===== config.mk =====
export PLATFORM = sky130hd
export DESIGN_NAME = brim_mul
export DESIGN_NICKNAME = d
export VERILOG_FILES = /design/src/sv/brim_pkg.sv /design/src/sv/brim_mul.sv
export SDC_FILE = /design/constraint.sdc
export NUM_CORES = 1
export LEC_CHECK = 0
export BUFFER_PORTS_ARGS = -buffer_cell sky130_fd_sc_hd__clkbuf_2
export CAP_MARGIN = 40
export CORE_MARGIN = 2
export CORE_UTILIZATION = 59
export CTS_CLUSTER_SIZE = 25
export DETAILED_ROUTE_END_ITERATION = 10
export GPL_ROUTABILITY_DRIVEN = 0
export PLACE_DENSITY = 0.85
export SETUP_SLACK_MARGIN = 0.1
export SLEW_MARGIN = 20
export SYNTH_ARGS = -nofsm -noshare
export SYNTH_HDL_FRONTEND = slang
export SYNTH_SLANG_ARGS = --single-unit

===== constraint.sdc =====
create_clock -name clk -period 8.3 [get_ports clk]
set_clock_uncertainty 0.2 [all_clocks]
set_input_delay 0.83 -clock clk [delete_from_list [all_inputs] [get_ports clk]]
set_output_delay 0.83 -clock clk [all_outputs]
set_load 0.005 [all_outputs]

===== src/sv/brim_pkg.sv =====
`timescale 1ns / 1ps
// Shared types and constants of the bilinear image resampler.
package brim_pkg;

	localparam int PIX_W   = 8;
	localparam int POS_W   = 9;
	localparam int SW_W    = 10;
	localparam int SH_W    = 9;
	localparam int CR_W    = 25;
	localparam int RR_W    = 24;
	localparam int MUL_A_W = 25;
	localparam int MUL_B_W = 17;
	localparam int PROD_W  = MUL_A_W + MUL_B_W;
	localparam int FRAC_W  = 16;
	localparam int X0_W    = POS_W + CR_W - FRAC_W;
	localparam int Y0_W    = POS_W + RR_W - FRAC_W;
	localparam int PADDR_W = 4;
	localparam int PDATA_W = 32;

	localparam logic [1:0] REG_SRC_WIDTH  = 2'd0;
	localparam logic [1:0] REG_SRC_HEIGHT = 2'd1;
	localparam logic [1:0] REG_COL_RATIO  = 2'd2;
	localparam logic [1:0] REG_ROW_RATIO  = 2'd3;

	localparam logic REQ_LOAD   = 1'b0;
	localparam logic REQ_SAMPLE = 1'b1;

	localparam logic [SW_W-1:0] SRC_WIDTH_RST  = 10'd320;
	localparam logic [SH_W-1:0] SRC_HEIGHT_RST = 9'd240;
	localparam logic [CR_W-1:0] COL_RATIO_RST  = 25'd131072;
	localparam logic [RR_W-1:0] ROW_RATIO_RST  = 24'd98304;

	localparam logic [MUL_B_W-1:0] ONE_Q16 = 17'h10000;

	typedef struct packed {
		logic [SW_W-1:0] src_width;
		logic [SH_W-1:0] src_height;
		logic [CR_W-1:0] col_ratio;
		logic [RR_W-1:0] row_ratio;
	} brim_cfg_t;

	typedef enum logic [3:0] {
		ST_IDLE,
		ST_LOAD,
		ST_MULX,
		ST_MULY,
		ST_SPLIT,
		ST_READ,
		ST_WX,
		ST_WY,
		ST_ACC,
		ST_DONE
	} brim_state_t;

endpackage


===== src/sv/brim_mul.sv =====
`timescale 1ns / 1ps
// Shared unsigned multiplier with a registered product.
module brim_mul import brim_pkg::*; (
	input  logic               clk,
	input  logic [MUL_A_W-1:0] a,
	input  logic [MUL_B_W-1:0] b,
	output logic [PROD_W-1:0]  prod
);

	logic [PROD_W-1:0] prod_q;

	always_ff @(posedge clk) begin
		prod_q <= PROD_W'(a) * PROD_W'(b);
	end

	assign prod = prod_q;

endmodule


==> reports/metrics.yaml <==
clock_tree:
  numCtsBuffers: 5
  h-tree-depth: 2
  clockRootBuffer: "clkbuf_16"
  cts_buffer_depth: 2
  cts-resized-gates: 0
  clkTransAtPathRegs_ps: 60
  cts.sinks: 42
  cts_hold_buf: 0
  cts_tree: "built"
  post_cts_buffers: 0
drt:
  drt_iter0_markers: 753
  num_vias: 11100
  ant_nets: 0
  wl_per_cell_um: 16.7
  via_per_inst: 5.54
  drt-total-wl_um: 33400
  drc_errors: 0
  first_pass_iters: 6
logic_synthesis:
  synth_ff_type: "dfxtp_1"
  ys_seq_area_share_pct: 5.77
  async_flop_share_pct: 0
  yosysWarnings: 0
  syn_nets: 2161
  synthCells: 1658
  synth_edf_count: 0
  synth.distinct_cells: 51
  synth-seq-cells: 42
  avgSynthCellArea_sq_um: 8.80
  synth.cell_area_sq_um: 14600
placed_design:
  dp_hpwl_um: 28000
  io_buffers: 84
timing:
  setup_violations: 0
  slew_headroom_pct: 57.5
  hold_viol_final: 0
  worst-slew-pin-transition_ps: 637
  fin_crit_ps: 7150
  final.setup.tns_ps: 0
  rsz0062_at_grt: "no"
  finalCritPeriodShare_pct: 86.1
  drv_slew: 0
  fmax_mhz: 140
run:
  maxCapViolCount: 0
critical_path:
  worstPathMaxFanout: 25
  worstPathRequired_ps: 8310
  critPathKind: "in -> reg"
  crit_path_end_kind: "register"
  start_kind: "input pin"
  worst_ep_arrival_time_ps: 7160
final_layout:
  regArea_sq_um: 841
  area_growth_pct: 4.76
  multiInputGateArea_sq_um: 11800
  final_layout_size_suffix_gt1_share_pct: 5.96
  nFillCells: 2030
  diodes: 0
  final_nets: 2180
  largest_register_ffs: 42
worst_hold_path:
  holdCritPathClass: "in -> reg"
  min_from: "a[0]"
  min_to: "prod[0]$_DFF_P_"
  hold_depth: 2
global_routing:
  grt_overflow_total: 0
  grt_max_degree: 26
  grt_pass1_wl_um: 56700
  grt_pass1_vias: 12100
  grt_antenna_before_repair: 0
  track_usage_pct: 27.4
die:
  rows: 57
  dieArea_sq_um: 26000
  start_util_pct: 60.0
  fp.dieH_um: 161
  design.portCount: 85
  core_area_sq_um: 24300
  fp.dieW_um: 161
run_status:
  status: "finished, final reports clean"
-- cells in the mapped netlist (4+ instances only) --
| master | number | area [sq um] |
|---|---|---|
| nor2b_1 | 4 | 25.0 |
| inv_1 | 430 | 1610 |
| o21ai_0 | 19 | 95.1 |
| nand2_1 | 271 | 1020 |
| fa_1 | 344 | 6890 |
| a21o_1 | 11 | 82.6 |
| nor2_1 | 12 | 45.0 |
| ha_1 | 116 | 1450 |
| nand3_1 | 13 | 65.1 |
| o21bai_1 | 6 | 45.0 |
| and3_1 | 6 | 37.5 |
| and2_1 | 174 | 1090 |
| nor3_1 | 4 | 20.0 |
| xnor2_1 | 25 | 219 |
| xor2_1 | 13 | 114 |
| nand4_1 | 4 | 25.0 |
| clkbuf_1 | 70 | 263 |
| o21a_1 | 4 | 30.0 |
| dfxtp_1 | 42 | 841 |
| a21oi_1 | 38 | 190 |
| a31oi_1 | 8 | 50.1 |
-- cells by family (layout without fill, tap and decap cells) --
kind of cell,after synthesis,in the layout,share of synthesized area [%]
mux,1,1,0.0686
compound gates,110,110,4.92
fa+ha+maj,460,460,57.2
xor+xnor,38,38,2.28
simple gates,505,505,16.8
buf+inv,502,522,13.0
flops,42,42,5.77
-- per-stage QoR --
step | utilization (%) | std cells | cell area, sq um | setup WS [ps] | hold WS, ps
2_1_floorplan | - | 1658 | 14600 | 1580 | 752
3_3_place_gp | 62.2 | 1994 | 15100 | 1060 | 1000
3_5_place_dp | 62.2 | 1994 | 15100 | 968 | 1000
4_1_cts | 62.8 | 2002 | 15300 | 1260 | 827
5_1_grt | 62.8 | 2002 | 15300 | 884 | 861
6_report | 62.8 | 2002 | 15300 | 1150 | 842
-- cell usage in the layout, fill, tap and decap left out, drive strengths merged, types with 6 or more instances in the layout --
cell type	synthesis	routed
a21o	12	12
a21oi	38	38
a31oi	8	8
and2	174	174
and3	7	7
clkbuf	70	91
dfxtp	42	42
fa	344	344
ha	116	116
inv	430	430
nand2	271	271
nand3	13	13
nor2	12	12
o21ai	19	19
o21bai	6	6
xnor2	25	25
xor2	13	13
-- critical path, stage by stage --
cell      delay (ps)
clkbuf_2         450
nand2_1          160
fa_1             540
inv_1             60
fa_1             530
inv_1             50
fa_1             490
inv_1             60
fa_1             500
fa_1             540
inv_1             60
fa_1             470
inv_1             50
ha_1             370
a21o_1           240
o21bai_1         180
a221oi_1         400
o211ai_1         120
a31oi_1          420
o31ai_1          220
a31oi_1          240
xnor2_1          150
-- final cells by class --
class	instances	share of cell area, %
timing repair buffer	84	2.75
tap	324	2.65
clock inverter	1	0.0328
sequential	42	5.50
multi-input combinational	1114	77.6
inverter	430	10.6
clock buffer	7	0.934
-- worst max path at each step --
stage | endpoint | depth (start not counted) | slack [ps] | start
after floorplan | prod[35]$_DFF_P_ | 24 | 1580 | b[10]
after global placement | prod[39]$_DFF_P_ | 21 | 1060 | b[8]
after detailed placement | prod[39]$_DFF_P_ | 22 | 970 | b[2]
after CTS | prod[39]$_DFF_P_ | 22 | 1260 | b[2]
after global routing | prod[39]$_DFF_P_ | 21 | 880 | b[2]
final | prod[39]$_DFF_P_ | 22 | 1150 | b[3]
-- per-layer routing --
layer / GRT usage, % / share of wire, %
met1: 31.7 / 34
met2: 50.3 / 54
met3: 3.36 / 6.3
met4: 13.9 / 5.7
met5: 0 / 0
Power is left out: the tool's default activity adds up to more than one toggle a clock period on the data nets, which glitch-free logic cannot reach.
