===== src/sv/brim_pkg.sv =====
`timescale 1ns / 1ps
// Shared types and constants of the bilinear image resampler.
package brim_pkg;

	localparam int PIX_W   = 8;
	localparam int POS_W   = 9;
	localparam int SW_W    = 10;
	localparam int SH_W    = 9;
	localparam int CR_W    = 25;
	localparam int RR_W    = 24;
	localparam int MUL_A_W = 25;
	localparam int MUL_B_W = 17;
	localparam int PROD_W  = MUL_A_W + MUL_B_W;
	localparam int FRAC_W  = 16;
	localparam int X0_W    = POS_W + CR_W - FRAC_W;
	localparam int Y0_W    = POS_W + RR_W - FRAC_W;
	localparam int PADDR_W = 4;
	localparam int PDATA_W = 32;

	localparam logic [1:0] REG_SRC_WIDTH  = 2'd0;
	localparam logic [1:0] REG_SRC_HEIGHT = 2'd1;
	localparam logic [1:0] REG_COL_RATIO  = 2'd2;
	localparam logic [1:0] REG_ROW_RATIO  = 2'd3;

	localparam logic REQ_LOAD   = 1'b0;
	localparam logic REQ_SAMPLE = 1'b1;

	localparam logic [SW_W-1:0] SRC_WIDTH_RST  = 10'd320;
	localparam logic [SH_W-1:0] SRC_HEIGHT_RST = 9'd240;
	localparam logic [CR_W-1:0] COL_RATIO_RST  = 25'd131072;
	localparam logic [RR_W-1:0] ROW_RATIO_RST  = 24'd98304;

	localparam logic [MUL_B_W-1:0] ONE_Q16 = 17'h10000;

	typedef struct packed {
		logic [SW_W-1:0] src_width;
		logic [SH_W-1:0] src_height;
		logic [CR_W-1:0] col_ratio;
		logic [RR_W-1:0] row_ratio;
	} brim_cfg_t;

	typedef enum logic [3:0] {
		ST_IDLE,
		ST_LOAD,
		ST_MULX,
		ST_MULY,
		ST_SPLIT,
		ST_READ,
		ST_WX,
		ST_WY,
		ST_ACC,
		ST_DONE
	} brim_state_t;

endpackage


===== src/sv/brim_regs.sv =====
`timescale 1ns / 1ps
// APB configuration registers of the resampler.
module brim_regs import brim_pkg::*; (
	input  logic               clk,
	input  logic               arst_n,
	input  logic               psel,
	input  logic               penable,
	input  logic               pwrite,
	input  logic [PADDR_W-1:0] paddr,
	input  logic [PDATA_W-1:0] pwdata,
	output logic [PDATA_W-1:0] prdata,
	output logic               pready,
	output brim_cfg_t          cfg
);

	brim_cfg_t cfg_q;
	logic      wr_en;

	assign pready = 1'b1;
	assign wr_en  = psel && penable && pwrite;

	always_ff @(posedge clk or negedge arst_n) begin
		if (!arst_n) begin
			cfg_q.src_width  <= SRC_WIDTH_RST;
			cfg_q.src_height <= SRC_HEIGHT_RST;
			cfg_q.col_ratio  <= COL_RATIO_RST;
			cfg_q.row_ratio  <= ROW_RATIO_RST;
		end else if (wr_en) begin
			unique case (paddr[3:2])
				REG_SRC_WIDTH:  cfg_q.src_width  <= pwdata[SW_W-1:0];
				REG_SRC_HEIGHT: cfg_q.src_height <= pwdata[SH_W-1:0];
				REG_COL_RATIO:  cfg_q.col_ratio  <= pwdata[CR_W-1:0];
				REG_ROW_RATIO:  cfg_q.row_ratio  <= pwdata[RR_W-1:0];
				default: ;
			endcase
		end
	end

	always_comb begin
		unique case (paddr[3:2])
			REG_SRC_WIDTH:  prdata = PDATA_W'(cfg_q.src_width);
			REG_SRC_HEIGHT: prdata = PDATA_W'(cfg_q.src_height);
			REG_COL_RATIO:  prdata = PDATA_W'(cfg_q.col_ratio);
			REG_ROW_RATIO:  prdata = PDATA_W'(cfg_q.row_ratio);
			default:        prdata = '0;
		endcase
	end

	assign cfg = cfg_q;

endmodule


===== config.mk =====
export PLATFORM = sky130hd
export DESIGN_NAME = brim_regs
export DESIGN_NICKNAME = d
export VERILOG_FILES = /design/src/sv/brim_pkg.sv /design/src/sv/brim_regs.sv
export SDC_FILE = /design/constraint.sdc
export NUM_CORES = 1
export LEC_CHECK = 0
export BUFFER_PORTS_ARGS = -buffer_cell sky130_fd_sc_hd__buf_2
export CORE_MARGIN = 2
export CORE_UTILIZATION = 30
export CTS_BUF_LIST = sky130_fd_sc_hd__clkbuf_4 sky130_fd_sc_hd__clkbuf_8
export CTS_CLUSTER_SIZE = 20
export DETAILED_ROUTE_END_ITERATION = 7
export PLACE_DENSITY = 0.66
export SLEW_MARGIN = 30
export SYNTH_ARGS = -nofsm -noshare
export SYNTH_HDL_FRONTEND = slang
export SYNTH_SLANG_ARGS = --single-unit

===== constraint.sdc =====
create_clock -name clk -period 1.3 [get_ports clk]
set_input_delay 0.13 -clock clk [delete_from_list [all_inputs] [get_ports clk]]
set_output_delay 0.13 -clock clk [all_outputs]
set_load 0.02 [all_outputs]

==> results of run 1 <==
==> cell type report <==
type	count	share of cell area, %
clock buffers	10	2.79
clock inverters	6	2.39
multi-input cells	123	29.1
flip-flops and latches	68	36.4
well taps	136	3.62
repair buffers	176	25.7
==> routing by layer <==
layer | GRT usage (%) | part of all wire, % | routed length, µm
met5 | 0 | 0 | 0
met4 | 4.67 | 1.0 | 82
met3 | 4.18 | 6.8 | 552
met2 | 24.7 | 51 | 4130
met1 | 17.4 | 41 | 3340
==> cell usage in the layout (no fill, tap or decap), drive strengths merged <==
cell type / synthesis / layout
a22o: 1 / 1
mux4: 9 / 9
nand2: 1 / 1
nor2: 2 / 2
nor3b: 1 / 1
bufinv: 0 / 3
conb: 2 / 8
nor3: 1 / 1
buf: 17 / 174
mux2i: 14 / 14
clkinv: 0 / 3
and3b: 1 / 1
nand3: 1 / 1
dfstp: 9 / 9
dlygate4sd3: 0 / 1
nor2b: 14 / 14
dfrtp: 59 / 59
mux2: 69 / 69
clkbuf: 2 / 11
or3b: 1 / 1
==> where the power goes <==
part	internal (mW)	switching, mW
Combinational	1.52	1.57
Clock	1.30	0.827
Sequential	2.66	0.323
Total	5.47	2.72
==> repair_timing <==
action | 4_1_cts | 5_1_grt
pin swaps | 1 | 0
gates resized for setup | 24 | 8
buffers inserted | 29 | 3
hold buffers | 1 | 0
setup endpoints to repair | 16 | 25
endpoints found under the hold margin | 59 | 0
==> synthesized netlist by cell type (2+ instances only) <==
cell / count / area share, %
buf_6: 5 / 1.8
mux2i_1: 14 / 4.4
clkbuf_1: 2 / 0.23
buf_2: 2 / 0.31
conb_1: 2 / 0.23
dfstp_2: 9 / 7.4
buf_4: 10 / 2.3
mux2_2: 58 / 20
nor2b_1: 14 / 2.7
mux4_2: 9 / 6.3
mux2_1: 2 / 0.70
dfrtp_1: 59 / 46
mux2_4: 9 / 4.2
==> metrics by stage <==
| step | setup TNS [ns] | hold slack, ns | utilization (%) | worst slack, ns |
|---|---|---|---|---|
| after floorplan | 0 | -0.166 | - | 0.0574 |
| after global placement | -0.591 | 0.179 | 39.7 | -0.0539 |
| after detailed placement | -0.800 | 0.189 | 39.7 | -0.0663 |
| after CTS | -2.25 | 0.00272 | 44.9 | -0.224 |
| after global routing | -2.81 | 0.00585 | 45.4 | -0.252 |
| final | -1.96 | 0.0232 | 45.4 | -0.204 |
==> worst paths after layout <==
| check | endpoint | startpoint | slack (ns) |
|---|---|---|---|
| min in group asynchronous | cfg[59] | arst_n | 0.33 |
| min | cfg[48] | pwdata[24] | 0.02 |
| min reg2reg | cfg[18] | cfg[18] | 0.52 |
| max in group asynchronous | cfg[66] | arst_n | 0.59 |
| max reg2reg | cfg[6] | cfg[6] | 0.29 |
| max | prdata[6] | cfg[6] | -0.20 |
==> kinds of logic after synthesis <==
kind of cell	synth area share (%)
other	0.234
buffers and inverters	4.64
flip-flops	53.4
multiplexers	36.0
AO/OA/AOI/OAI	0.273
AND/OR/NAND/NOR	5.50
==> qor.csv, run 1 <==
metric;value;unit
outcome;complete, but fails checks;
failing checks;negative setup slack;
CTS sink count;68;
TritonCTS buffer count;9;
Via-to-Cell Ratio;4.54;
worst stage delay on the critical path;0.48;ns
# Max-Cap Violations;0;
core area;0.0104;mm²
R2R depth;3;
EDFF count, synth;0;
Largest register FFs;68;
post-route insts no fill;519;
Synth Flop Type;dfrtp_1;
GR Util All Layers;14.4;%
CTS clk-pin slew, worst paths;0.08;ns
slowest CP cell;mux4_2;
Final Hold Viols;0;
minimum clock period after layout;1.50;ns
Reg area;0.00171;mm²
ys async rst share;100;%
Ys Warns;0;
CP max FO;2;
Min-Delay Path Depth;2;
VDD IR-drop max;0.706;mV
area of the multi-input gates;0.00137;mm²
Post-Place Cells;470;
antenna cells;0;
final setup fails;13;
final wirelength;8100;µm
wire per inst;15.6;µm
total gr overflow;0;
Critical Path RT;1.17;ns
antenna viol nets, final;0;
P_leak;2.34;nW
first-pass GRT wire length;12600;µm
CP Capture Type;output port;
Root Driver;clkbuf_8;
worst path bufs/invs;1;
Setup Skew;0;ns
Initial Util;30.9;%
sequential element share of the synthesized area;53.4;%
Die W;107;µm
CP Launch Type;flip-flop;
delay-heaviest family, CP;multiplexers;
Rows;37;
fin. max-slew vios;0;
synthesized instance count;204;
Power Density;1740;mW/mm²
initial antenna violation count;0;
Worst Hold Class;input port to flip-flop;
DR vias;2355;
Design Area, Final;0.00471;mm²
WP depth;2;
Detailed Route Iter0 Violations;71;
remaining routing DRC violations;0;
Crit Path Class;flip-flop to output port;
unrepaired setup endpoints after global routing;yes;
placed inst area;0.00412;mm²
IO buf count;124;
CTS tree;done;
share of layout cells above drive strength 1;73.1;%
fill count;967;
Die Y;107;µm
nets;419;
RePlAce Congestion;0.716;
vias in the first global route;2432;
DP HPWL;5520;µm
Area growth syn-to-layout;46.7;%
H-Tree Depth;3;
Die ar.;0.0115;mm²
clk buf depth;2;
max frequency;0.665;GHz
synthesized area;0.00321;mm²
Tcrit/Tclk final;116;%
Yosys reg bits;68;
Pwr Total;8.19;mW
Critical Path AT;1.37;ns
unique cell type count in the Yosys netlist;22;
Avg Inst Size Synth;15.7;µm²
boundary pin count;142;
setup slack after layout;-0.204;ns
CP Cell Sequence;mux4_2 > buf_6;
drt first pass iters;4;
Clock Latency Late Sink;0.34;ns
largest net degree at the start of global routing;69;
Power figures use the tool's default switching activity.
==> inputs of run 2 (changes only) <==
Settings changed: REMOVE_ABC_BUFFERS set to 1.
==> run 2 against run 1 <==
Compared with the run above:
- the flow still finishes with violations (negative setup slack)
- die area unchanged
- register-to-register slack about the same
- clock power down 7%
- fmax is 0.36% lower
- via count shrank 2.5%
- global-route usage is 0.12 points lower
- total power fell by 2.0%
==> qor.csv, run 2 (synthesized netlist as in run 1, its figures left out) <==
metric;value;unit;change
drt first pass iters;4;;unchanged
met2 WL post-DR;3800;µm;was 4130 µm
antenna viol nets, final;0;;unchanged
total gr overflow;0;;unchanged
CTS sink count;68;;unchanged
Max Used Layer;met4;;unchanged
DP HPWL;5450;µm;was 5520 µm
Power Density;1740;mW/mm²;about the same
Area growth syn-to-layout;43.8;%;was 46.7%
Rows;37;;unchanged
GR Util All Layers;14.3;%;was 14.4%
fin. max-slew vios;0;;unchanged
VDD IR-drop max;0.680;mV;was 0.706 mV
Crit Path Class;flip-flop to output port;;unchanged
core area;0.0104;mm²;unchanged
# Max-Cap Violations;0;;unchanged
Place WS;-0.0718;ns;was -0.0663 ns
wire per inst;15.5;µm;was 15.6 µm
Setup Skew;0;ns;unchanged
TritonCTS buffer count;9;;unchanged
Die W;107;µm;unchanged
share of layout cells above drive strength 1;73.0;%;was 73.1%
CTS clk-pin slew, worst paths;0.08;ns;about the same
antenna cells;0;;unchanged
Die Y;107;µm;unchanged
nets;417;;was 419
final setup fails;13;;unchanged
worst stage delay on the critical path;0.49;ns;was 0.48 ns
CP Cell Sequence;mux4_2 > buf_6;;unchanged
setup slack after layout;-0.209;ns;was -0.204 ns
Worst Hold Class;input port to flip-flop;;unchanged
Root Driver;clkbuf_8;;unchanged
commonest non-fill, non-tap cell in the layout;buf_2;;unchanged
minimum clock period after layout;1.51;ns;was 1.50 ns
Design Area, Final;0.00461;mm²;was 0.00471 mm²
boundary pin count;142;;unchanged
Tcrit/Tclk final;116;%;about the same
max frequency;0.663;GHz;was 0.665 GHz
worst path bufs/invs;1;;unchanged
DR vias;2296;;was 2355
Clock Latency Late Sink;0.34;ns;about the same
Critical Path AT;1.38;ns;was 1.37 ns
slowest CP cell;mux4_2;;unchanged
first-pass GRT wire length;12700;µm;was 12600 µm
unrepaired setup endpoints after global routing;yes;;unchanged
P_leak;2.30;nW;was 2.34 nW
remaining routing DRC violations;0;;unchanged
delay-heaviest family, CP;multiplexers;;unchanged
met3 wire length;636;µm;was 552 µm
failing checks;negative setup slack;;unchanged
most frequent cells in the layout;buf_2, dfrtp_1, mux2_2, buf_4;;unchanged
hold slack;0.0161;ns;was 0.0232 ns
H-Tree Depth;3;;unchanged
Die ar.;0.0115;mm²;unchanged
RePlAce Congestion;0.679;;was 0.716
Largest register FFs;68;;unchanged
CP Capture Type;output port;;unchanged
IO buf count;124;;unchanged
Detailed Route Iter0 Violations;37;;was 71
final wirelength;8010;µm;was 8100 µm
Initial Util;30.9;%;unchanged
CP Launch Type;flip-flop;;unchanged
placed inst area;0.00405;mm²;was 0.00412 mm²
Via-to-Cell Ratio;4.44;;was 4.54
Critical Path RT;1.17;ns;about the same
clk buf depth;2;;unchanged
final core utilization;44.5;%;was 45.4%
largest net degree at the start of global routing;37;;was 69
CP max FO;3;;was 2
Final Hold Viols;0;;unchanged
M1 wire length;3510;µm;was 3340 µm
CTS tree;done;;unchanged
vias in the first global route;2458;;was 2432
initial antenna violation count;0;;unchanged
outcome;complete, but fails checks;;unchanged
==> run 2: cell count changes in the layout (fill, tap and decap cells not counted), sizes merged <==
cell / before / now
bufinv: 3 / 2
clkbuf: 11 / 10
clkinv: 3 / 2
inv: 0 / 1
clkinvlp: 0 / 1
buf: 174 / 173
==> run 2: report_power, final <==
group,internal (mW),total [mW],switching [mW]
sequential,2.66,2.98,0.326
combinational,1.50,3.06,1.57
clock,1.13,1.99,0.853
total,5.29,8.03,2.74
==> run 2: worst paths after layout <==
kind,from,to,slack (ns),cells past startpoint
min in group asynchronous,arst_n,cfg[35],0.40,3
max in group asynchronous,arst_n,cfg[55],0.54,3
hold / removal,pwdata[18],cfg[18],0.02,2
setup reg to reg,cfg[29],cfg[29],0.29,3
hold reg to reg,cfg[18],cfg[18],0.53,1
setup / recovery,cfg[4],prdata[4],-0.21,2
==> run 2: final cells by class <==
cell class              instances  area [µm²]
fillers                       976        5760
flip-flops and latches         68        1710
multi-input cells             123        1370
repair buffers                174        1130
well taps                     136         170
clock buffers                  10         138
clock inverters                 6        86.3
==> run 2: through the flow <==
step | total power, mW | setup TNS (ns) | std cells
after floorplan | 4.60 | -5.07 | 191
after CTS | 8.04 | -2.22 | 510
final | 8.03 | -1.92 | 517
after detailed placement | 5.60 | -0.999 | 468
after global routing | 8.47 | -2.65 | 517
after global placement | 5.53 | -0.873 | 468
==> run 2: repair_timing <==
action | CTS | global route
setup buffers | 25 | 7
pin swaps | 1 | 0
gates resized for setup | 24 | 5
hold endpoints to repair | 59 | 0
setup endpoints to repair | 13 | 17
hold buffers | 1 | 0
==> run 2: layer usage <==
| metal | vias up | track usage [%] |
|---|---|---|
| met3 | 8 | 4.36 |
| li1 | 1062 | - |
| met1 | 1131 | 18.1 |
| met5 | - | 0 |
| met2 | 95 | 23.6 |
| met4 | 0 | 4.12 |
==> run 2: worst reg2reg max path, cell delays in order, from the launching register on <==
cell	delay [ns]
dfrtp_1	0.39
buf_4	0.13
buf_4	0.13
mux2_2	0.25
==> inputs of run 3 (changes only) <==
Settings changed: BUFFER_PORTS_ARGS -buffer_cell sky130_fd_sc_hd__buf_2 to unset, DONT_BUFFER_PORTS set to 1, PLACE_DENSITY 0.66 to 0.55.
==> run 3 against run 2 <==
Compared with the run above:
- the run ends with negative hold slack, negative setup slack left
- sequential power is 6% higher
- fmax is 5.1% higher
- clock power is 2% higher
==> qor.csv, run 3 (synthesized netlist as in run 1, its figures left out) <==
metric;value;unit;change
DR vias;2018;;was 2296
final setup fails;14;;was 13
fill count;1019;;was 976
commonest non-fill, non-tap cell in the layout;buf_4;;was buf_2
CTS sink count;68;;unchanged
Rows;37;;unchanged
antenna viol nets, final;0;;unchanged
Post-Place Cells;387;;was 468
RePlAce Congestion;0.710;;was 0.679
Design Area, Final;0.00429;mm²;was 0.00461 mm²
placed inst area;0.00374;mm²;was 0.00405 mm²
P_leak;1.92;nW;was 2.30 nW
first-pass GRT wire length;12200;µm;was 12700 µm
Critical Path AT;1.31;ns;was 1.38 ns
share of layout cells above drive strength 1;63.4;%;was 73.0%
hold slack;-0.526;ns;was 0.0161 ns
final core utilization;41.4;%;was 44.5%
clk buf depth;2;;unchanged
Die Y;107;µm;unchanged
nets;331;;was 417
failing checks;negative hold slack, negative setup slack;;was negative setup slack
Via-to-Cell Ratio;4.68;;was 4.44
slowest CP cell;mux4_2;;unchanged
Power Density;1760;mW/mm²;was 1740 mW/mm²
wire per inst;18.1;µm;was 15.5 µm
Crit Path Class;flip-flop to output port;;unchanged
outcome;complete, but fails checks;;unchanged
CTS Hold Bufs;25;;was 1
CP max FO;3;;unchanged
TritonCTS buffer count;9;;unchanged
CP Cell Sequence;mux4_2;;was mux4_2 > buf_6
CTS clk-pin slew, worst paths;0.08;ns;about the same
total gr overflow;0;;unchanged
worst path bufs/invs;0;;was 1
Root Driver;clkbuf_8;;unchanged
Critical Path RT;1.17;ns;about the same
post-route insts no fill;431;;was 517
antenna cells;0;;unchanged
Pwr Total;7.54;mW;was 8.03 mW
delay-heaviest family, CP;multiplexers;;unchanged
Fin Setup TNS;-1.37;ns;was -1.92 ns
IO buf count;0;;was 124
vias in the first global route;2203;;was 2458
setup slack after layout;-0.136;ns;was -0.209 ns
worst stage delay on the critical path;0.55;ns;was 0.49 ns
boundary pin count;142;;unchanged
Initial Util;30.9;%;unchanged
fin. max-slew vios;0;;unchanged
Worst Hold Class;input port to asynchronous set/reset pin;;was input port to flip-flop
DP HPWL;5270;µm;was 5450 µm
initial antenna violation count;0;;unchanged
remaining routing DRC violations;0;;unchanged
Die W;107;µm;unchanged
Final Hold Viols;68;;was 0
CP Capture Type;output port;;unchanged
Area growth syn-to-layout;33.8;%;was 43.8%
CP Launch Type;flip-flop;;unchanged
# Max-Cap Violations;0;;unchanged
CTS tree;done;;unchanged
Detailed Route Iter0 Violations;72;;was 37
Tcrit/Tclk final;110;%;was 116%
Place WS;0.0219;ns;was -0.0718 ns
Die ar.;0.0115;mm²;unchanged
drt first pass iters;3;;was 4
H-Tree Depth;3;;unchanged
final wirelength;7810;µm;was 8010 µm
core area;0.0104;mm²;unchanged
most frequent cells in the layout;buf_4, mux2_2, dfrtp_1, dlygate4sd3_1, mux2i_1;;was buf_2, dfrtp_1, mux2_2, buf_4
Largest register FFs;68;;unchanged
Clock Latency Late Sink;0.34;ns;about the same
max frequency;0.696;GHz;was 0.663 GHz
VDD IR-drop max;0.910;mV;was 0.680 mV
Setup Skew;0;ns;unchanged
unrepaired setup endpoints after global routing;yes;;unchanged
minimum clock period after layout;1.44;ns;was 1.51 ns
largest net degree at the start of global routing;69;;was 37
GR Util All Layers;14.0;%;was 14.3%
==> run 3: changes by cell type in the layout (fill, tap and decap cells not counted), sizes merged <==
cell,change
clkinv,-1
buf,-110
dlygate4sd3,+24
inv,-1
clkinvlp,+1
clkbuf,+1
==> run 3: path summary, 6_finish.rpt <==
path	slack [ns]	start	cells after the start	end
max	-0.14	cfg[64]	1	prdata[6]
min	-0.53	arst_n	0	cfg[61]
max reg2reg	0.26	cfg[27]	3	cfg[27]
min reg2reg	0.55	cfg[13]	1	cfg[13]
max in group asynchronous	1.60	arst_n	0	cfg[54]
min in group clk	0.23	paddr[3]	3	cfg[59]
==> run 3: area by class of cell <==
cell class	count	area (µm²)	area share, %
clock buffer	11	151	3.53
clock inverter	5	83.8	1.95
multi-input combinational	123	1400	32.7
sequential	68	1720	40.2
tap	136	170	3.96
timing repair buffer	88	761	17.7
==> run 3: where the power goes <==
group / switching (mW) / internal, mW
clock: 0.838 / 1.19
sequential: 0.495 / 2.67
combinational: 1.19 / 1.16
total: 2.52 / 5.02
==> run 3: layer usage <==
layer | up-vias | track usage (%) | wire length (µm)
met2 | 75 | 24.4 | 4060
li1 | 900 | - | -
met4 | 0 | 4.12 | 103
met1 | 1032 | 16.5 | 3090
met3 | 11 | 4.60 | 554
met5 | - | 0 | 0
==> run 3: timing repair <==
action                                  CTS  global route
resized for setup                        16             5
endpoints found under the setup margin   19            22
setup buffers                             1             2
pin swaps                                 1             0
cloned                                    0             0
hold endpoints to repair                136            68
